[config.mk]
export PLATFORM = sky130hd
export DESIGN_NAME = telemetry_frame_receiver_flat
export DESIGN_NICKNAME = d
export VERILOG_FILES = /design/src/design/tfr_pkg.sv /design/src/design/tfr_in_if.sv /design/src/design/tfr_out_if.sv /design/src/design/tfr_frame_check.sv /design/src/design/tfr_record.sv /design/src/design/telemetry_frame_receiver.sv /design/src/flat_wrapper.sv
export SDC_FILE = /design/constraint.sdc
export NUM_CORES = 1
export LEC_CHECK = 0
export BUFFER_PORTS_ARGS = -buffer_cell sky130_fd_sc_hd__buf_4
export CORE_MARGIN = 5
export CORE_UTILIZATION = 55
export CTS_CLUSTER_SIZE = 30
export DETAILED_ROUTE_END_ITERATION = 8
export PLACE_DENSITY = 0.74
export SLEW_MARGIN = 20
export SYNTH_ARGS = -nofsm -noshare
export SYNTH_HDL_FRONTEND = slang
export SYNTH_SLANG_ARGS = --single-unit
[constraint.sdc]
create_clock -name clk -period 9.57 [get_ports clk]
set_input_delay 1.914 -clock clk [delete_from_list [all_inputs] [get_ports clk]]
set_output_delay 1.914 -clock clk [all_outputs]
set_load 0.05 [all_outputs]
[src/design/tfr_pkg.sv]
`timescale 1ns / 1ps
// ----------------------------------------------------------------------------
// tfr_pkg: shared types and constants of the telemetry frame receiver
// Frame layout constants, CRC constants, status codes, register indexes and
// the structures that pass between the receiver's modules.
// ----------------------------------------------------------------------------
package tfr_pkg;

  localparam int MAX_DATAGRAM    = 250;
  localparam int HEADER_BYTES    = 12;
  localparam int TELEMETRY_BYTES = 12;
  localparam int MIN_FRAME_BYTES = HEADER_BYTES + 2;

  localparam logic [7:0]  MAGIC_BYTE = 8'h4C;
  localparam logic [15:0] CRC_INIT   = 16'hFFFF;
  localparam logic [15:0] CRC_POLY   = 16'h1021;
  localparam logic [15:0] CRC_MSB    = 16'h8000;

  localparam logic [7:0]        VERSION_RESET   = 8'd1;
  localparam logic [7:0]        TELEM_RESET     = 8'd1;
  localparam logic [7:0]        HEART_RESET     = 8'd2;
  localparam logic [15:0]       TIMEOUT_RESET   = 16'd5000;
  localparam logic signed [7:0] SIGNAL_RESET    = -8'sd100;

  localparam int CFG_IDX_W = 3;
  localparam logic [CFG_IDX_W-1:0] CFG_PROTOCOL_VERSION = 3'd0;
  localparam logic [CFG_IDX_W-1:0] CFG_TELEMETRY_TYPE   = 3'd1;
  localparam logic [CFG_IDX_W-1:0] CFG_HEARTBEAT_TYPE   = 3'd2;
  localparam logic [CFG_IDX_W-1:0] CFG_LINK_TIMEOUT     = 3'd3;

  typedef enum logic [2:0] {
    ST_BUSY   = 3'd0,
    ST_TELEM  = 3'd1,
    ST_HEART  = 3'd2,
    ST_OTHER  = 3'd3,
    ST_SHORT  = 3'd4,
    ST_BADHDR = 3'd5,
    ST_TRUNC  = 3'd6,
    ST_CRC    = 3'd7
  } tfr_status_t;

  typedef logic [TELEMETRY_BYTES-1:0][7:0] tfr_payload_t;

  typedef struct packed {
    logic [7:0]  rx_byte;
    logic        end_of_datagram;
    logic [31:0] now_ms;
  } tfr_beat_t;

  typedef struct packed {
    logic [7:0]  protocol_version;
    logic [7:0]  telemetry_type;
    logic [7:0]  heartbeat_type;
    logic [15:0] link_timeout_ms;
  } tfr_cfg_t;

  typedef struct packed {
    tfr_status_t  status;
    tfr_payload_t payload;
  } tfr_judge_t;

  typedef struct packed {
    logic [7:0]        motion_code;
    logic [31:0]       step_count;
    logic [15:0]       peak_accel_mg;
    logic [7:0]        confidence;
    logic signed [7:0] signal_dbm;
    logic [7:0]        battery_level;
    logic [31:0]       telemetry_time_ms;
  } tfr_record_t;

  typedef struct packed {
    tfr_status_t frame_status;
    tfr_record_t record;
    logic        link_ok;
  } tfr_result_t;

endpackage

[src/design/tfr_in_if.sv]
`timescale 1ns / 1ps
// ----------------------------------------------------------------------------
// tfr_in_if: received byte channel
// Valid/ready channel carrying one datagram byte, its end marker and the time.
// ----------------------------------------------------------------------------
interface tfr_in_if;
  logic        valid;
  logic        ready;
  logic [7:0]  rx_byte;
  logic        end_of_datagram;
  logic [31:0] now_ms;

  modport source (output valid, output rx_byte, output end_of_datagram, output now_ms,
                  input ready);
  modport sink   (input valid, input rx_byte, input end_of_datagram, input now_ms,
                  output ready);
endinterface

[src/design/tfr_out_if.sv]
`timescale 1ns / 1ps
// ----------------------------------------------------------------------------
// tfr_out_if: result channel
// Valid/ready channel carrying the frame status, the collar record and link state.
// ----------------------------------------------------------------------------
interface tfr_out_if;
  logic              valid;
  logic              ready;
  logic [2:0]        frame_status;
  logic [7:0]        motion_code;
  logic [31:0]       step_count;
  logic [15:0]       peak_accel_mg;
  logic [7:0]        confidence;
  logic signed [7:0] signal_dbm;
  logic [7:0]        battery_level;
  logic [31:0]       telemetry_time_ms;
  logic              link_ok;

  modport source (output valid, output frame_status, output motion_code, output step_count,
                  output peak_accel_mg, output confidence, output signal_dbm,
                  output battery_level, output telemetry_time_ms, output link_ok,
                  input ready);
  modport sink   (input valid, input frame_status, input motion_code, input step_count,
                  input peak_accel_mg, input confidence, input signal_dbm,
                  input battery_level, input telemetry_time_ms, input link_ok,
                  output ready);
endinterface

[src/design/tfr_frame_check.sv]
`timescale 1ns / 1ps
// ----------------------------------------------------------------------------
// tfr_frame_check: byte-serial frame parser and judge
// Counts datagram bytes, keeps header and payload bytes, runs the CRC-16 and
// captures the trailer; on the end marker it grades the datagram.
// ----------------------------------------------------------------------------
module tfr_frame_check (
  input  logic              clk,
  input  logic              rst_n,
  input  logic              step_en,
  input  tfr_pkg::tfr_beat_t beat,
  input  tfr_pkg::tfr_cfg_t  cfg,
  output tfr_pkg::tfr_judge_t judge
);

  function automatic logic [15:0] crc_feed(input logic [15:0] crc, input logic [7:0] b);
    logic [15:0] c;
    c = crc ^ {b, 8'h00};
    for (int k = 0; k < 8; k++) begin
      c = ((c & tfr_pkg::CRC_MSB) != 16'h0000) ? ((c << 1) ^ tfr_pkg::CRC_POLY) : (c << 1);
    end
    return c;
  endfunction

  logic [7:0]  count_r, count_nxt, count_take;
  logic [15:0] crc_r, crc_nxt, crc_take;
  logic [15:0] trail_r, trail_nxt, trail_take;
  logic [7:0]  hdr_r [tfr_pkg::HEADER_BYTES];
  logic [7:0]  pay_r [tfr_pkg::TELEMETRY_BYTES];
  logic        take;
  logic        hdr_we, pay_we;
  logic [7:0]  pay_idx;
  logic [8:0]  count9, len9, trail_pos;

  assign take      = count_r < 8'(tfr_pkg::MAX_DATAGRAM);
  assign count9    = {1'b0, count_r};
  assign trail_pos = {1'b0, hdr_r[tfr_pkg::HEADER_BYTES-1]} + 9'(tfr_pkg::HEADER_BYTES);
  assign hdr_we    = take && (count_r < 8'(tfr_pkg::HEADER_BYTES));
  assign pay_idx   = count_r - 8'(tfr_pkg::HEADER_BYTES);
  assign pay_we    = take && !hdr_we && (pay_idx < 8'(tfr_pkg::TELEMETRY_BYTES));

  always_comb begin
    count_take = count_r;
    crc_take   = crc_r;
    trail_take = trail_r;
    if (take) begin
      count_take = count_r + 8'd1;
      if (hdr_we || (count9 < trail_pos)) begin
        crc_take = crc_feed(crc_r, beat.rx_byte);
      end else if (count9 == trail_pos) begin
        trail_take = {trail_r[15:8], beat.rx_byte};
      end else if (count9 == trail_pos + 9'd1) begin
        trail_take = {beat.rx_byte, trail_r[7:0]};
      end
    end
  end

  // Header bytes are only read once all twelve of this datagram are stored (the
  // verdict needs fourteen bytes), so the stored header is always the current one.
  assign len9 = {1'b0, count_take};

  always_comb begin
    judge.status = tfr_pkg::ST_BUSY;
    for (int i = 0; i < tfr_pkg::TELEMETRY_BYTES; i++) begin
      judge.payload[i] = pay_r[i];
    end
    if (beat.end_of_datagram) begin
      if (len9 < 9'(tfr_pkg::MIN_FRAME_BYTES)) begin
        judge.status = tfr_pkg::ST_SHORT;
      end else if (hdr_r[0] != tfr_pkg::MAGIC_BYTE || hdr_r[1] != tfr_pkg::MAGIC_BYTE ||
                   hdr_r[2] != cfg.protocol_version) begin
        judge.status = tfr_pkg::ST_BADHDR;
      end else if (len9 < trail_pos + 9'd2) begin
        judge.status = tfr_pkg::ST_TRUNC;
      end else if (crc_take != trail_take) begin
        judge.status = tfr_pkg::ST_CRC;
      end else if (hdr_r[3] == cfg.telemetry_type &&
                   hdr_r[tfr_pkg::HEADER_BYTES-1] >= 8'(tfr_pkg::TELEMETRY_BYTES)) begin
        judge.status = tfr_pkg::ST_TELEM;
      end else if (hdr_r[3] == cfg.heartbeat_type) begin
        judge.status = tfr_pkg::ST_HEART;
      end else begin
        judge.status = tfr_pkg::ST_OTHER;
      end
    end
  end

  always_comb begin
    if (beat.end_of_datagram) begin
      count_nxt = 8'd0;
      crc_nxt   = tfr_pkg::CRC_INIT;
      trail_nxt = 16'h0000;
    end else begin
      count_nxt = count_take;
      crc_nxt   = crc_take;
      trail_nxt = trail_take;
    end
  end

  always_ff @(posedge clk) begin
    if (!rst_n) begin
      count_r <= 8'd0;
      crc_r   <= tfr_pkg::CRC_INIT;
      trail_r <= 16'h0000;
    end else if (step_en) begin
      count_r <= count_nxt;
      crc_r   <= crc_nxt;
      trail_r <= trail_nxt;
    end
  end

  always_ff @(posedge clk) begin
    if (step_en && hdr_we) begin
      hdr_r[count_r[3:0]] <= beat.rx_byte;
    end
    if (step_en && pay_we) begin
      pay_r[pay_idx[3:0]] <= beat.rx_byte;
    end
  end

  a_count_bounded : assert property (@(posedge clk) disable iff (!rst_n)
    count_r <= 8'(tfr_pkg::MAX_DATAGRAM))
    else $error("byte count ran past the datagram limit");

  a_restart_on_end : assert property (@(posedge clk) disable iff (!rst_n)
    (step_en && beat.end_of_datagram) |=> (count_r == 8'd0 && crc_r == tfr_pkg::CRC_INIT))
    else $error("frame state not restarted after an end-marked beat");

endmodule

[src/design/tfr_record.sv]
`timescale 1ns / 1ps
// ----------------------------------------------------------------------------
// tfr_record: collar record store and link freshness
// Loads the record from an accepted telemetry frame, tracks the last good
// frame time and works out whether the link is still fresh.
// ----------------------------------------------------------------------------
module tfr_record (
  input  logic                clk,
  input  logic                rst_n,
  input  logic                step_en,
  input  tfr_pkg::tfr_judge_t judge,
  input  logic [31:0]         now_ms,
  input  logic [15:0]         link_timeout_ms,
  output tfr_pkg::tfr_record_t record_nxt,
  output logic                link_ok
);

  tfr_pkg::tfr_record_t record_r;
  logic [31:0] last_good_r, last_good_nxt;
  logic        seen_r, seen_nxt;
  logic        telem, good;
  logic [31:0] age;

  assign telem = judge.status == tfr_pkg::ST_TELEM;
  assign good  = telem || (judge.status == tfr_pkg::ST_HEART);

  always_comb begin
    record_nxt = record_r;
    if (telem) begin
      record_nxt.motion_code       = judge.payload[0];
      record_nxt.step_count        = {judge.payload[4], judge.payload[3],
                                      judge.payload[2], judge.payload[1]};
      record_nxt.peak_accel_mg     = {judge.payload[6], judge.payload[5]};
      record_nxt.confidence        = judge.payload[7];
      record_nxt.signal_dbm        = $signed(judge.payload[8]);
      record_nxt.battery_level     = judge.payload[9];
      record_nxt.telemetry_time_ms = now_ms;
    end
  end

  assign last_good_nxt = good ? now_ms : last_good_r;
  assign seen_nxt      = good || seen_r;
  // The subtraction wraps with the millisecond counter.
  assign age           = now_ms - last_good_nxt;
  assign link_ok       = seen_nxt && (age < {16'h0000, link_timeout_ms});

  always_ff @(posedge clk) begin
    if (!rst_n) begin
      record_r.motion_code       <= 8'd0;
      record_r.step_count        <= 32'd0;
      record_r.peak_accel_mg     <= 16'd0;
      record_r.confidence        <= 8'd0;
      record_r.signal_dbm        <= tfr_pkg::SIGNAL_RESET;
      record_r.battery_level     <= 8'd0;
      record_r.telemetry_time_ms <= 32'd0;
      last_good_r                <= 32'd0;
      seen_r                     <= 1'b0;
    end else if (step_en) begin
      record_r    <= record_nxt;
      last_good_r <= last_good_nxt;
      seen_r      <= seen_nxt;
    end
  end

  a_telem_time : assert property (@(posedge clk) disable iff (!rst_n)
    (step_en && telem) |=> (record_r.telemetry_time_ms == $past(now_ms) &&
                            last_good_r == $past(now_ms)))
    else $error("accepted telemetry did not stamp the record time");

  a_seen_sticky : assert property (@(posedge clk) disable iff (!rst_n)
    !$fell(seen_r))
    else $error("link seen flag dropped without reset");

endmodule

[src/design/telemetry_frame_receiver.sv]
`timescale 1ns / 1ps
// ----------------------------------------------------------------------------
// telemetry_frame_receiver: framed telemetry datagram receiver
// Checks CRC-16 framed datagrams byte by byte and keeps the collar record.
// ----------------------------------------------------------------------------
// Usage:
//   in_if carries one datagram byte per beat, with end_of_datagram on the
//   final byte and the current millisecond time. Every accepted beat yields
//   exactly one result beat on out_if: status 0 while a datagram is still
//   coming in, and the verdict on the end-marked byte, always together with
//   the stored collar record and the link freshness flag after that byte.
//   The cfg_we / cfg_index / cfg_data port writes the four registers; write
//   them only while no beat is in flight.
//   A beat accepted on in_if is parsed in the input register and moves into
//   the output register that drives out_if once that register is free.
//   Throughput is one beat per cycle while out_if takes its results, set
//   by the combinational CRC byte update and judge between the two registers.
//   A stalled out_if holds the result; the input register still takes one
//   more beat, after which in_if.ready drops until the result is taken.
//   Synchronous reset clears the frame parser, the record (signal -100 dBm)
//   and the link state, empties both pipeline registers and loads register defaults.
// ----------------------------------------------------------------------------
module telemetry_frame_receiver (
  input  logic                            clk,
  input  logic                            rst_n,
  tfr_in_if.sink                          in_if,
  tfr_out_if.source                       out_if,
  input  logic                            cfg_we,
  input  logic [tfr_pkg::CFG_IDX_W-1:0]   cfg_index,
  input  logic [15:0]                     cfg_data
);

  tfr_pkg::tfr_cfg_t    cfg_r;
  tfr_pkg::tfr_beat_t   s1_beat_r;
  logic                 s1_valid_r, s1_valid_nxt;
  logic                 out_valid_r, out_valid_nxt;
  tfr_pkg::tfr_result_t out_res_r;
  logic                 advance, in_take;
  tfr_pkg::tfr_judge_t  judge;
  tfr_pkg::tfr_record_t record_nxt;
  logic                 link_ok;

  always_ff @(posedge clk) begin
    if (!rst_n) begin
      cfg_r.protocol_version <= tfr_pkg::VERSION_RESET;
      cfg_r.telemetry_type   <= tfr_pkg::TELEM_RESET;
      cfg_r.heartbeat_type   <= tfr_pkg::HEART_RESET;
      cfg_r.link_timeout_ms  <= tfr_pkg::TIMEOUT_RESET;
    end else if (cfg_we) begin
      case (cfg_index)
        tfr_pkg::CFG_PROTOCOL_VERSION: cfg_r.protocol_version <= cfg_data[7:0];
        tfr_pkg::CFG_TELEMETRY_TYPE:   cfg_r.telemetry_type   <= cfg_data[7:0];
        tfr_pkg::CFG_HEARTBEAT_TYPE:   cfg_r.heartbeat_type   <= cfg_data[7:0];
        tfr_pkg::CFG_LINK_TIMEOUT:     cfg_r.link_timeout_ms  <= cfg_data;
        default: begin
        end
      endcase
    end
  end

  // The input register moves on whenever the output register is empty or
  // its beat is being taken this cycle.
  assign advance     = s1_valid_r && (!out_valid_r || out_if.ready);
  assign in_if.ready = !s1_valid_r || advance;
  assign in_take     = in_if.valid && in_if.ready;

  assign s1_valid_nxt  = in_take ? 1'b1 : (advance ? 1'b0 : s1_valid_r);
  assign out_valid_nxt = advance ? 1'b1 : (out_if.ready ? 1'b0 : out_valid_r);

  always_ff @(posedge clk) begin
    if (!rst_n) begin
      s1_valid_r  <= 1'b0;
      out_valid_r <= 1'b0;
    end else begin
      s1_valid_r  <= s1_valid_nxt;
      out_valid_r <= out_valid_nxt;
    end
  end

  always_ff @(posedge clk) begin
    if (in_take) begin
      s1_beat_r.rx_byte         <= in_if.rx_byte;
      s1_beat_r.end_of_datagram <= in_if.end_of_datagram;
      s1_beat_r.now_ms          <= in_if.now_ms;
    end
    if (advance) begin
      out_res_r.frame_status <= judge.status;
      out_res_r.record       <= record_nxt;
      out_res_r.link_ok      <= link_ok;
    end
  end

  tfr_frame_check u_frame_check (
    .clk     (clk),
    .rst_n   (rst_n),
    .step_en (advance),
    .beat    (s1_beat_r),
    .cfg     (cfg_r),
    .judge   (judge)
  );

  tfr_record u_record (
    .clk             (clk),
    .rst_n           (rst_n),
    .step_en         (advance),
    .judge           (judge),
    .now_ms          (s1_beat_r.now_ms),
    .link_timeout_ms (cfg_r.link_timeout_ms),
    .record_nxt      (record_nxt),
    .link_ok         (link_ok)
  );

  assign out_if.valid             = out_valid_r;
  assign out_if.frame_status      = out_res_r.frame_status;
  assign out_if.motion_code       = out_res_r.record.motion_code;
  assign out_if.step_count        = out_res_r.record.step_count;
  assign out_if.peak_accel_mg     = out_res_r.record.peak_accel_mg;
  assign out_if.confidence        = out_res_r.record.confidence;
  assign out_if.signal_dbm        = out_res_r.record.signal_dbm;
  assign out_if.battery_level     = out_res_r.record.battery_level;
  assign out_if.telemetry_time_ms = out_res_r.record.telemetry_time_ms;
  assign out_if.link_ok           = out_res_r.link_ok;

  a_stall_only_when_full : assert property (@(posedge clk) disable iff (!rst_n)
    !in_if.ready |-> (s1_valid_r && out_valid_r && !out_if.ready))
    else $error("input stalled while the pipeline had room");

endmodule

[src/flat_wrapper.sv]
// flat-port wrapper written by rule: the top's interface ports become plain ports
module telemetry_frame_receiver_flat 
  (clk, rst_n, cfg_we, cfg_index, cfg_data, in_if_valid, in_if_rx_byte, in_if_end_of_datagram, in_if_now_ms, in_if_ready, out_if_valid, out_if_frame_status, out_if_motion_code, out_if_step_count, out_if_peak_accel_mg, out_if_confidence, out_if_signal_dbm, out_if_battery_level, out_if_telemetry_time_ms, out_if_link_ok, out_if_ready);
  tfr_in_if in_if_i ();
  tfr_out_if out_if_i ();
  input  logic clk;
  input  logic rst_n;
  input  logic cfg_we;
  input  logic [tfr_pkg::CFG_IDX_W-1:0] cfg_index;
  input  logic [15:0] cfg_data;
  input wire logic [$bits(in_if_i.valid)-1:0] in_if_valid;
  input wire logic [$bits(in_if_i.rx_byte)-1:0] in_if_rx_byte;
  input wire logic [$bits(in_if_i.end_of_datagram)-1:0] in_if_end_of_datagram;
  input wire logic [$bits(in_if_i.now_ms)-1:0] in_if_now_ms;
  output wire logic [$bits(in_if_i.ready)-1:0] in_if_ready;
  output wire logic [$bits(out_if_i.valid)-1:0] out_if_valid;
  output wire logic [$bits(out_if_i.frame_status)-1:0] out_if_frame_status;
  output wire logic [$bits(out_if_i.motion_code)-1:0] out_if_motion_code;
  output wire logic [$bits(out_if_i.step_count)-1:0] out_if_step_count;
  output wire logic [$bits(out_if_i.peak_accel_mg)-1:0] out_if_peak_accel_mg;
  output wire logic [$bits(out_if_i.confidence)-1:0] out_if_confidence;
  output wire logic [$bits(out_if_i.signal_dbm)-1:0] out_if_signal_dbm;
  output wire logic [$bits(out_if_i.battery_level)-1:0] out_if_battery_level;
  output wire logic [$bits(out_if_i.telemetry_time_ms)-1:0] out_if_telemetry_time_ms;
  output wire logic [$bits(out_if_i.link_ok)-1:0] out_if_link_ok;
  input wire logic [$bits(out_if_i.ready)-1:0] out_if_ready;
  assign in_if_i.valid = in_if_valid;
  assign in_if_i.rx_byte = in_if_rx_byte;
  assign in_if_i.end_of_datagram = in_if_end_of_datagram;
  assign in_if_i.now_ms = in_if_now_ms;
  assign in_if_ready = in_if_i.ready;
  assign out_if_valid = out_if_i.valid;
  assign out_if_frame_status = out_if_i.frame_status;
  assign out_if_motion_code = out_if_i.motion_code;
  assign out_if_step_count = out_if_i.step_count;
  assign out_if_peak_accel_mg = out_if_i.peak_accel_mg;
  assign out_if_confidence = out_if_i.confidence;
  assign out_if_signal_dbm = out_if_i.signal_dbm;
  assign out_if_battery_level = out_if_i.battery_level;
  assign out_if_telemetry_time_ms = out_if_i.telemetry_time_ms;
  assign out_if_link_ok = out_if_i.link_ok;
  assign out_if_i.ready = out_if_ready;
  telemetry_frame_receiver u_core (.clk(clk), .rst_n(rst_n), .in_if(in_if_i), .out_if(out_if_i), .cfg_we(cfg_we), .cfg_index(cfg_index), .cfg_data(cfg_data));
endmodule
Yosys cells after proc, flatten, opt, wreduce, memory -nomap -nowiden
Memory sizes are Yosys's and may differ from the RTL's.
Index checks and enable logic that the tools add are counted.
Word-level totals
  input bits: 65
  bits in writable memories: 192
  memories kept: 2
  bits in registers: 384
Memories
  u_core.u_frame_check.hdr_r: depth 12, width 8, rd ports 5, clocked after memory_dff 0, wr ports 1, line tfr_frame_check.sv:28  | logic [7:0] hdr_r [tfr_pkg::HEADER_BYTES];
  u_core.u_frame_check.pay_r: depth 12, width 8, rd ports 10, clocked after memory_dff 0, wr ports 1, line tfr_frame_check.sv:29  | logic [7:0] pay_r [tfr_pkg::TELEMETRY_BYTES];
Cells by class
  bitwise logic cells: 9
  $lt $le $gt $ge: 8
  multiplexer cells: 35
  add/sub/neg operators: 6
  eq/ne operators: 13
  reductions and logical operators: 26
Operators by type and width (number)
  $mux 16: 8
  $mux 112: 1
  $mux 13: 8
  $lt 32x16->1: 1
  $mux 32: 1
  $sub 32x32->32: 1
  $lt 8x4->1 const B: 3
  $not 3->3: 8
  $eq 8x9->1: 2
  $lt 8x9->1: 2
  $eq 8x8->1: 2
  $mux 8: 2
  $ne 16x16->1: 1
  $ne 8x7->1 const B: 2
  $xor 16x16->16: 1
  $mux 3: 5
  $add 8x4->9 const B: 1
  $add 9x1->9 const B: 1
  $add 9x2->9 const B: 1
  $eq 3x2->1 const B: 3
  $logic_and 1x1->1: 9
  $mux 1: 9
  $add 8x1->8 const B: 1
  $ge 8x4->1 const B: 1
  other kinds (10): 23

Longest topological paths before layout
Gate-level depths: netlist of run 1.
  depth after elaboration: 31
  gate-level depth with buffers: 45

Cells and area by module
Synthesis of run 1 repeated with hierarchy kept, for this count alone.
Second synthesis, totals
  cell total of the unflattened synthesis: 2049
  area total of the unflattened synthesis: 24283.3 µm²
By module, submodules not included
  tfr_record: instances 1, cells an instance 1065, area an instance 9572.9 µm²
  tfr_frame_check: instances 1, cells an instance 662, area an instance 8344.3 µm²
  telemetry_frame_receiver: instances 1, cells an instance 322, area an instance 6366.1 µm²

Worst setup path before layout of run 1
OpenSTA, ideal clock, no wires.
  path kind: reg-to-reg
  from: memory u_core.u_frame_check.hdr_r[11][2]
  to: register, netlist name u_core.out_if.link_ok
  required time: 9.436 ns
  path slack: 0.345 ns
  data arrival time: 9.091 ns
  cell stages (with the launch flop): 44
  cells stage by stage: edfxtp_1 -> buf_6 -> inv_1 -> ha_1 -> and3b_1 -> xnor2_1 -> ha_1 -> a211oi_1 -> o21ai_0 -> o2111a_2 -> nor2_8 -> mux2_1 -> a211o_1 -> a32oi_1 -> and4_1 -> buf_6 -> and2_1 -> buf_6 -> [8 not listed] -> o21ai_0 -> a21oi_1 -> a21bo_2 -> a31oi_2 -> or2_2 -> a31oi_1 -> xnor2_1 -> ha_1 -> a21o_1 -> a2111oi_0 -> o21ai_0 -> nor4_1 -> o211a_1 -> o21ai_0 -> a2111oi_0 -> o2111ai_1 -> a2111oi_2 -> and4_1
RTL lines (line)
  start, declared: tfr_frame_check.sv:28

==> results of run 1 <==
worst max-delay path, delay by kind of cell (launching register included):
family	cells	cell delay (ps)
XOR/XNOR	2	240
adder cells (fa/ha/maj)	5	1440
buffers and inverters	2	300
AND/OR/NAND/NOR	10	2320
AO/OA/AOI/OAI	23	4170
flip-flops	1	380
flip-flops by register name (all words and copies together), names as in the netlist, 3 cells and up:
signal	cells
u_core.cfg_r	40
u_core.out_if.peak_accel_mg	16
u_core.out_if.step_count	32
u_core.s1_beat_r	41
u_core.out_if.telemetry_time_ms	32
u_core.u_record.record_r	112
u_core.out_if.confidence	8
u_core.u_frame_check.trail_r	16
u_core.out_if.motion_code	8
u_core.u_frame_check.hdr_r	40
u_core.u_frame_check.crc_r	16
u_core.u_frame_check.pay_r	80
u_core.u_record.last_good_r	32
u_core.out_if.signal_dbm	8
u_core.u_frame_check.count_r	8
u_core.out_if.battery_level	8
u_core.out_if.frame_status	3
repair_timing:
| action | 4_1_cts | 5_1_grt |
|---|---|---|
| buffers inserted | 1 | 5 |
| gates cloned | 1 | 0 |
| endpoints found under the setup margin | 1 | 1 |
| gates resized for setup | 5 | 31 |
| pin swaps | 2 | 15 |
report_power, final:
group          total (uW)  internal [uW]  switching (uW)
logic                 528            195             334
registers            2420           2370            46.4
clock network        2140           1280             864
total                5090           3840            1240
metrics by stage:
step                      std cells  instance area, um2  hold WS [ps]  setup TNS [ps]
after floorplan                2142               23600           435               0
after global placement         2793               25400           446               0
after detailed placement       2793               25400           457            -136
after CTS                      2891               27300           469               0
after global routing           2896               27500           484           -14.0
final                          2896               27500           464               0
how the worst min path moves through the flow:
stage,startpoint,to,slack (ps),depth (start not counted)
final,u_core.cfg_r[6],u_core.cfg_r[6],460,2
after floorplan,u_core.u_record.seen_r,u_core.u_record.seen_r,440,1
after global routing,u_core.cfg_r[0],u_core.cfg_r[0],480,2
after detailed placement,u_core.u_record.record_r[42],u_core.u_record.record_r[42],460,2
after CTS,u_core.u_record.last_good_r[2],u_core.u_record.last_good_r[2],470,2
after global placement,u_core.u_record.record_r[43],u_core.u_record.record_r[43],450,2
cell families (layout without fill, tap and decap cells):
group           Yosys count  after routing  share of synthesized area
simple gates            824            824                      0.176
flops                   504            504                      0.546
compound gates          331            332                     0.0991
mux                     156            156                     0.0725
buf+inv                 154            368                     0.0289
xor+xnor                101            101                     0.0391
fa+ha+maj                72             72                     0.0382
layout make-up:
type                    count  area (um2)  area share
flip-flops and latches    504       12900       0.468
multi-input cells        1485       10200       0.372
repair buffers            226        1700      0.0618
clock buffers              73        1510      0.0550
well taps                 539         674      0.0245
clock inverters            23         344      0.0125
inverters                  46         180     0.00655
layer usage:
| metal | vias to the layer above | wire length (um) | track usage |
|---|---|---|---|
| met5 | - | 0 | 0 |
| met4 | 0 | 1100 | 0.0626 |
| met3 | 77 | 3270 | 0.0379 |
| met2 | 454 | 26800 | 0.387 |
| met1 | 8128 | 25200 | 0.326 |
| li1 | 7984 | - | - |
cells in the mapped netlist (all sizes together), types with 9 or more instances:
| cell | instances |
|---|---|
| dfxtp | 227 |
| o211ai | 13 |
| nand2 | 231 |
| and2 | 23 |
| nor3 | 17 |
| nand4 | 17 |
| nor2 | 260 |
| inv | 46 |
| xnor2 | 63 |
| a21oi | 55 |
| o22ai | 15 |
| a22oi | 23 |
| mux2i | 39 |
| ha | 68 |
| a21boi | 75 |
| nor3b | 108 |
| nor2b | 45 |
| nor4 | 13 |
| nand2b | 21 |
| xor2 | 37 |
| nand3 | 34 |
| and3 | 18 |
| buf | 29 |
| o21ai | 64 |
| a21o | 14 |
| clkbuf | 79 |
| or3 | 9 |
| o21a | 13 |
| edfxtp | 277 |
| mux2 | 117 |
==> impl_results.md, run 1 <==
* Number of flops mapped to enable cells by yosys at roughly 280
* Outcome: complete, no violations
* Slew HR at 0.321
* Top cell type's share of synthesized area at 0.353
* Setup crit start kind: flop
* Worst-path clk slew at ~60 ps
* RR Startpoint: u_core.u_frame_check.hdr_r[11][2]
* Slew @ Worst Pin at a little over 1000 ps
* Mean Syn Cell Area at approximately 11 um2
* Final min period at 9010 ps
* Dpl ws at -136 ps
* Antenna fix cells at 0
* Crit Path Max Fanout at 6
* Largest net degree at the start of global routing at 136
* Vias in the first global route at approximately 16,000
* Max-slew violations at 0
* # setup viols final at 0
* First-pass detailed-route iteration total at 5
* Primary FF master, synth: edfxtp_1
* Clk Latency, worst-skew pair at 620 ps
* Final #Nets at about 2,400
* Placer Congestion at between 0.9 and 1
* Syn_nets at roughly 2,300
* Synth Cell Area at around 24,000 um2
* Final Util at 0.653
* Die Ht at approximately 220 um
* Crit path launch: u_core.u_frame_check.hdr_r[11][2]
* CP endpoint: u_core.out_if.link_ok
* Starting Density at 0.559
* Ranking of synthesized cells by area: edfxtp_1 (35%), dfxtp_1 (19%), nor2_1 (4.1%)
* Gr usage total at 0.234
* Final WL at between 50 and 60 mm
* Max Buffers Root-to-Sink at 3
* Total number of vias at approximately 17,000
* Yosys warning count at 0
* PortBufs at 182
* CP dominant cell by count: ha_1
* Mapped Cells at about 2,100
* Total grt overflow at 0
* Hold Fails Final Rpt at 0
* Min-delay worst type: reg2reg
* Hold-fix buffer count after cts at 0
* First DRT Iteration DRCs at 1,377
* Post-route ant nets at 0
* Fin crit share at 0.941
* WP data arrival at around 9500 ps
* Vias per cell at roughly 5.7
* Global-route wire length before repair at just under 90 mm
* Leading cell type in the layout, fill and taps excluded: edfxtp_1
* CP Capture Type: flop
* CORE AREA at between 40,000 and 50,000 um2
* I/O pin count at approximately 180
* Clock sinks at ~500
* PD cells at between 150 and 200 nW/um2
* Row Count at 75
* Total Power at roughly 5000 uW
* Hpwl dp at 37.3 mm
* Die X at around 220 um
* FF-to-FF setup slack at 560 ps
* Post-route DRC at 0
* Initial antenna violation count at 0
* H-tree Lvls at 2
* Critical R2R Capture: u_core.out_if.link_ok
* Peak VDD IR at approximately 130 uV
* WS Path Type: reg2reg
* Worst reg-to-reg path cell count at 42
* Yosys top cell by area: edfxtp_1
* Max cap viols at 0
* Synth-to-Final Area Change at 16.7%
* Root Buffer Master: clkbuf_16
* Yosys reg bits at roughly 500
* Max incr delay on CP at about 420 ps
* Total CTS buffers at between 50 and 60
* Synth async-reset ratio at 0
* Share of post-route cells with drive strength above 1 at 0.186
* Commonest non-fill, non-tap cells in the layout: edfxtp_1 (277), nor2_1 (256), nand2_1 (229), dfxtp_1 (227), buf_4 (225)
* CTS tree: done
* Wire per inst at ~19 um
* Slowest stage cell on the critical path: nor4_4
* Setup slack after layout at roughly 560 ps
* Peak Freq at between 0.1 and 0.15 GHz
* Die area at between 40,000 and 50,000 um2
* P_leak at 0.0103 uW
* Worst Skew at between 15 and 20 ps
* Post-synth cell types at between 90 and 100
* Worst path required time at 10,050 ps
* Seq/Total Area, Yosys at 0.546
* FILL cells at roughly 3,200
(Power assumes the default switching activity.)
==> inputs of run 2 (changes only) <==
- CORE_UTILIZATION: 55 -> 38
- PLACE_DENSITY: 0.74 -> 0.54
==> impl_results.md, run 2 (synthesis gave the netlist of run 1 again) <==
* Max incr delay on CP at roughly 400 ps
* I/O pin count at around 180
* Max cap viols at 0
* CP dominant cell by count: ha_1
* Root Buffer Master: clkbuf_16
* Worst path required time at about 10,000 ps
* CORE AREA at roughly 62,000 um2
* Wire per inst at 18.7 um
* Slew @ Worst Pin at between 1000 and 1500 ps
* Placed Cells at just over 3,000
* Antenna fix cells at 0
* Final min period at 9050 ps
* Total number of vias at roughly 16,000
* Layout Cells excl Fill at 3,202
* Total CTS buffers at 54
* Commonest non-fill, non-tap cells in the layout: edfxtp_1 (277), nor2_1 (257), nand2_1 (231), buf_4 (227), dfxtp_1 (227)
* Slew HR at 0.275
* Clk Latency, worst-skew pair at approximately 630 ps
* Post-route DRC at 0
* Worst-path clk slew at approximately 60 ps
* Outcome: complete, no violations
* Critical R2R Capture: u_core.out_if.link_ok
* Crit Path Max Fanout at 9
* TNS Setup at 0 ps
* Hold Fails Final Rpt at 0
* Total grt overflow at 0
* Final Util at 0.448
* Worst reg-to-reg path cell count at 40
* First DRT Iteration DRCs at slightly above 900
* Leading cell type in the layout, fill and taps excluded: edfxtp_1
* Fin crit share at 0.946
* Global-route wire length before repair at 94.2 mm
* Die area at between 60,000 and 70,000 um2
* Row Count at between 90 and 100
* Min-delay worst type: reg2reg
* Peak VDD IR at between 100 and 150 uV
* Final WL at 60.0 mm
* Max Buffers Root-to-Sink at 3
* Share of post-route cells with drive strength above 1 at 0.177
* Vias in the first global route at 16,425
* PD cells at ~180 nW/um2
* PortBufs at ~180
* Peak Freq at about 0.11 GHz
* Vias per cell at roughly 5
* CP Capture Type: flop
* Die Ht at about 260 um
* Synth-to-Final Area Change at 17.3%
* Final #Nets at between 2,000 and 2,500
* Hpwl dp at ~40 mm
* WS Path Type: reg2reg
* Worst Skew at around 47 ps
* FF-to-FF setup slack at between 500 and 600 ps
* Final cell area excluding filler cells at about 28,000 um2
* Initial antenna violation count at 0
* Starting Density at 0.382
* H-tree Lvls at 2
* CTS tree: done
* WP data arrival at 9510 ps
* # setup viols final at 0
* Hold Crit Start: u_core.cfg_r[5]
* Max FFs per register at approximately 110
* Largest net degree at the start of global routing at 130
* Placer Congestion at a little under 0.9
* Clock sinks at 504
* P_leak at just over 0.01 uW
* RR Startpoint: u_core.u_frame_check.hdr_r[11][2]
* Setup crit start kind: flop
* Slowest stage cell on the critical path: edfxtp_1
* WHS Endpoint: u_core.cfg_r[5]
* Total Power at between 4000 and 5000 uW
* Placed inst area at approximately 26,000 um2
* Gr usage total at 0.174
* Post-route ant nets at 0
* Hold Path Depth at 2
* Max-slew violations at 0
* Die X at between 200 and 300 um
* First-pass detailed-route iteration total at 5
* Most flop-heavy register: u_core.u_record.record_r
run 2: stage by stage:
stage | setup WS [ps] | hold slack, ps
floorplan | 345 | 435
global placement | 489 | 446
detailed placement | 147 | 457
CTS | 11.7 | 466
global route | -15.9 | 484
finish | 518 | 462
run 2: area by class of cell:
class	instances	area [um2]
clock buffers	81	1470
clock inverters	20	208
fillers	5755	34000
inverters	46	180
multi-input cells	1484	10100
flip-flops and latches	504	12900
well taps	837	1050
repair buffers	230	1750
run 2: power by group:
group | internal [uW] | total, uW | switching [uW]
logic | 195 | 533 | 338
clock network | 1100 | 1970 | 866
registers | 2370 | 2410 | 43.4
total | 3670 | 4920 | 1250
run 2: timing repair:
item,CTS,global route
setup buffers,0,8
endpoints found under the setup margin,0,1
resized for setup,0,21
hold buffers,0,0
run 2: worst max path at each step:
stage / from / cells past startpoint / slack (ps) / to
final: u_core.u_frame_check.hdr_r[11][2] / 40 / 520 / u_core.out_if.link_ok
after CTS: u_core.u_frame_check.hdr_r[11][2] / 42 / 10 / u_core.out_if.link_ok
after floorplan: u_core.u_frame_check.hdr_r[11][2] / 43 / 350 / u_core.out_if.link_ok
after detailed placement: u_core.u_frame_check.hdr_r[11][2] / 42 / 150 / u_core.out_if.link_ok
after global routing: u_core.u_frame_check.hdr_r[11][2] / 43 / -20 / u_core.out_if.link_ok
after global placement: u_core.u_frame_check.hdr_r[11][4] / 40 / 490 / u_core.out_if.link_ok
run 2: per-layer routing:
metal / GRT usage / share of wire / up-vias
li1: - / - / 7996
met1: 0.248 / 0.48 / 7976
met2: 0.279 / 0.46 / 351
met3: 0.0311 / 0.047 / 90
met4: 0.0406 / 0.020 / 0
met5: 0 / 0 / -
run 2: worst max-delay path, delay by kind of cell, from the launching register on:
family	cells	cell delay (ps)
DFF	1	390
buffers and inverters	2	280
adders and majority gates	5	1420
muxes	2	650
AOI/OAI and AO/OA	21	4130
and+or+nand+nor	8	1780
xor gates and xnor gates	2	240
==> inputs of run 3 (changes only) <==
- CTS_BUF_LIST: unset -> sky130_fd_sc_hd__clkbuf_2 sky130_fd_sc_hd__clkbuf_4 sky130_fd_sc_hd__clkbuf_8
==> impl_results.md, run 3 (synthesis gave the netlist of run 1 again) <==
* Sw frac at 0.256
* Hold-fix buffer count after cts at 0
* Max cap viols at 0
* FILL cells at 5,786
* Gate power share at 0.107
* Worst reg-to-reg path cell count at between 40 and 50
* Clk Latency, worst-skew pair at about 710 ps
* CP Capture Type: flop
* Die Ht at ~260 um
* PD cells at 179 nW/um2
* Share of post-route cells with drive strength above 1 at 0.208
* Worst-path clk slew at about 70 ps
* Hold Fails Final Rpt at 0
* Peak Freq at 0.110 GHz
* Area taken by multi-input logic gates at ~10,000 um2
* Wire per inst at about 19 um
* Slew @ Worst Pin at ~1100 ps
* Sequential fraction of design power at 0.487
* # setup viols final at 0
* Starting Density at 0.382
* I/O pin count at 183
* P_leak at a little over 0.01 uW
* Clock sinks at 504
* Setup crit start kind: flop
* M2 GR Usage at 0.283
* Slew HR at 0.286
* Max FFs per register at about 110
* Final cell area excluding filler cells at about 28,000 um2
* Global-route wire length before repair at 95.1 mm
* PortBufs at 182
* Total number of vias at ~17,000
* Net Sw Power at 1270 uW
* Leading cell type in the layout, fill and taps excluded: edfxtp_1
* First-pass detailed-route iteration total at 5
* Busiest metal layer after global routing: met2
* WS Path Type: reg2reg
* Post-route DRC at 0
* WHS Endpoint: u_core.u_record.last_good_r[2]
* Max Buffers Root-to-Sink at 3
* Dpl ws at around 150 ps
* Worst Skew at roughly 50 ps
* Final WL at between 60 and 70 mm
* FF-to-FF setup slack at roughly 520 ps
* Max-slew violations at 0
* Met1 Usage GRT at 0.247
* Max incr delay on CP at roughly 400 ps
* RR Startpoint: u_core.u_frame_check.hdr_r[11][2]
* Layout Cells excl Fill at ~3,300
* Vias in the first global route at 16,675
* Worst path required time at 10,110 ps
* CTS tree: done
* Crit Path Max Fanout at 9
* Hold Path Depth at 2
* CORE AREA at 61,600 um2
* Total grt overflow at 0
* Placed inst area at 25,800 um2
* Outcome: complete, no violations
* H-tree Lvls at 3
* Final min period at 9050 ps
* Min-delay worst type: reg2reg
* Critical R2R Capture: u_core.out_if.link_ok
* Largest net degree at the start of global routing at 130
* Fin crit share at 0.946
* Placer Congestion at ~0.87
* TNS Setup at 0 ps
* Total CTS buffers at 85
* Setup slack after layout at 520 ps
* Sequential Area at 12,900 um2
* Gr usage total at 0.177
* Row Count at between 90 and 100
* WP data arrival at about 9600 ps
* Clock power frac at 0.406
* Internal Power at between 3000 and 4000 uW
* Hpwl dp at roughly 40 mm
* Total Power at 4960 uW
* Slowest stage cell on the critical path: maj3_1
* Root Buffer Master: clkbuf_8
* Die area at about 67,000 um2
* Most flop-heavy register: u_core.u_record.record_r
* Die X at 259 um
* Peak VDD IR at a little over 100 uV
* Synth-to-Final Area Change at 18.0%
* Post-route ant nets at 0
* Final #Nets at approximately 2,500
* Initial antenna violation count at 1
* Placed Cells at a little over 3,000
* GR met3 Demand/Resource at 0.0327
* Hold Crit Start: u_core.u_record.last_good_r[2]
* First DRT Iteration DRCs at 1,007
* Vias per cell at 5.09
* Commonest non-fill, non-tap cells in the layout: edfxtp_1 (277), nor2_1 (257), nand2_1 (231), buf_4 (227), dfxtp_1 (227)
## run 3: cell count changes in the layout (fill, tap and decap cells not counted), sizes merged
cell	before	now
clkbuf	81	141
buf	230	231
inv	48	51
diode	0	5
clkinv	16	11
## run 3: per-stage QoR
stage	hold slack, ps	utilization
final	462	0.451
after global routing	485	0.451
after CTS	466	0.448
after detailed placement	457	0.419
after global placement	446	0.419
after floorplan	435	-
## run 3: metal layers
| metal | share of wire | vias up | routed length [um] |
|---|---|---|---|
| met4 | 0.019 | 0 | 1140 |
| li1 | - | 8089 | - |
| met5 | 0 | - | 0 |
| met2 | 0.46 | 361 | 28000 |
| met3 | 0.048 | 83 | 2930 |
| met1 | 0.47 | 8085 | 28700 |
## run 3: power groups by stage
stage,Sequential (uW),Clock (uW),Combinational (uW)
2_1_floorplan,2550,0,269
3_3_place_gp,2460,0,525
3_5_place_dp,2460,0,531
4_1_cts,2420,2080,534
5_1_grt,2420,2180,581
6_report,2410,2010,533
## run 3: layout make-up
| class | instances | share of cell area |
|---|---|---|
| sequential | 504 | 0.463 |
| multi-input combinational | 1484 | 0.364 |
| timing repair buffer | 231 | 0.0630 |
| clock buffer | 141 | 0.0590 |
| tap | 837 | 0.0377 |
| inverter | 46 | 0.00648 |
| clock inverter | 18 | 0.00626 |
| antenna | 5 | 0.000450 |
## run 3: timing repair
action,4_1_cts,5_1_grt
buffers inserted,0,8
hold endpoints to repair,0,0
setup endpoints to repair,0,1
gates resized for setup,0,22
## run 3: worst max path at each step
stage,to,slack [ps],cells after the start,from
2_1_floorplan,u_core.out_if.link_ok,350,43,u_core.u_frame_check.hdr_r[11][2]
6_report,u_core.out_if.link_ok,520,41,u_core.u_frame_check.hdr_r[11][2]
3_3_place_gp,u_core.out_if.link_ok,490,40,u_core.u_frame_check.hdr_r[11][4]
5_1_grt,u_core.out_if.link_ok,-40,44,u_core.u_frame_check.hdr_r[11][2]
4_1_cts,u_core.out_if.link_ok,10,42,u_core.u_frame_check.hdr_r[11][2]
3_5_place_dp,u_core.out_if.link_ok,150,42,u_core.u_frame_check.hdr_r[11][2]
## run 3: worst max-delay path, delay by kind of cell (launching register included)
family	cells	cell delay, ps
AO/OA/AOI/OAI	21	4030
AND/OR/NAND/NOR	8	1810
adder cells (fa/ha/maj)	5	1420
multiplexers	2	540
XOR/XNOR	2	230
buffers and inverters	3	470
flip-flops	1	380
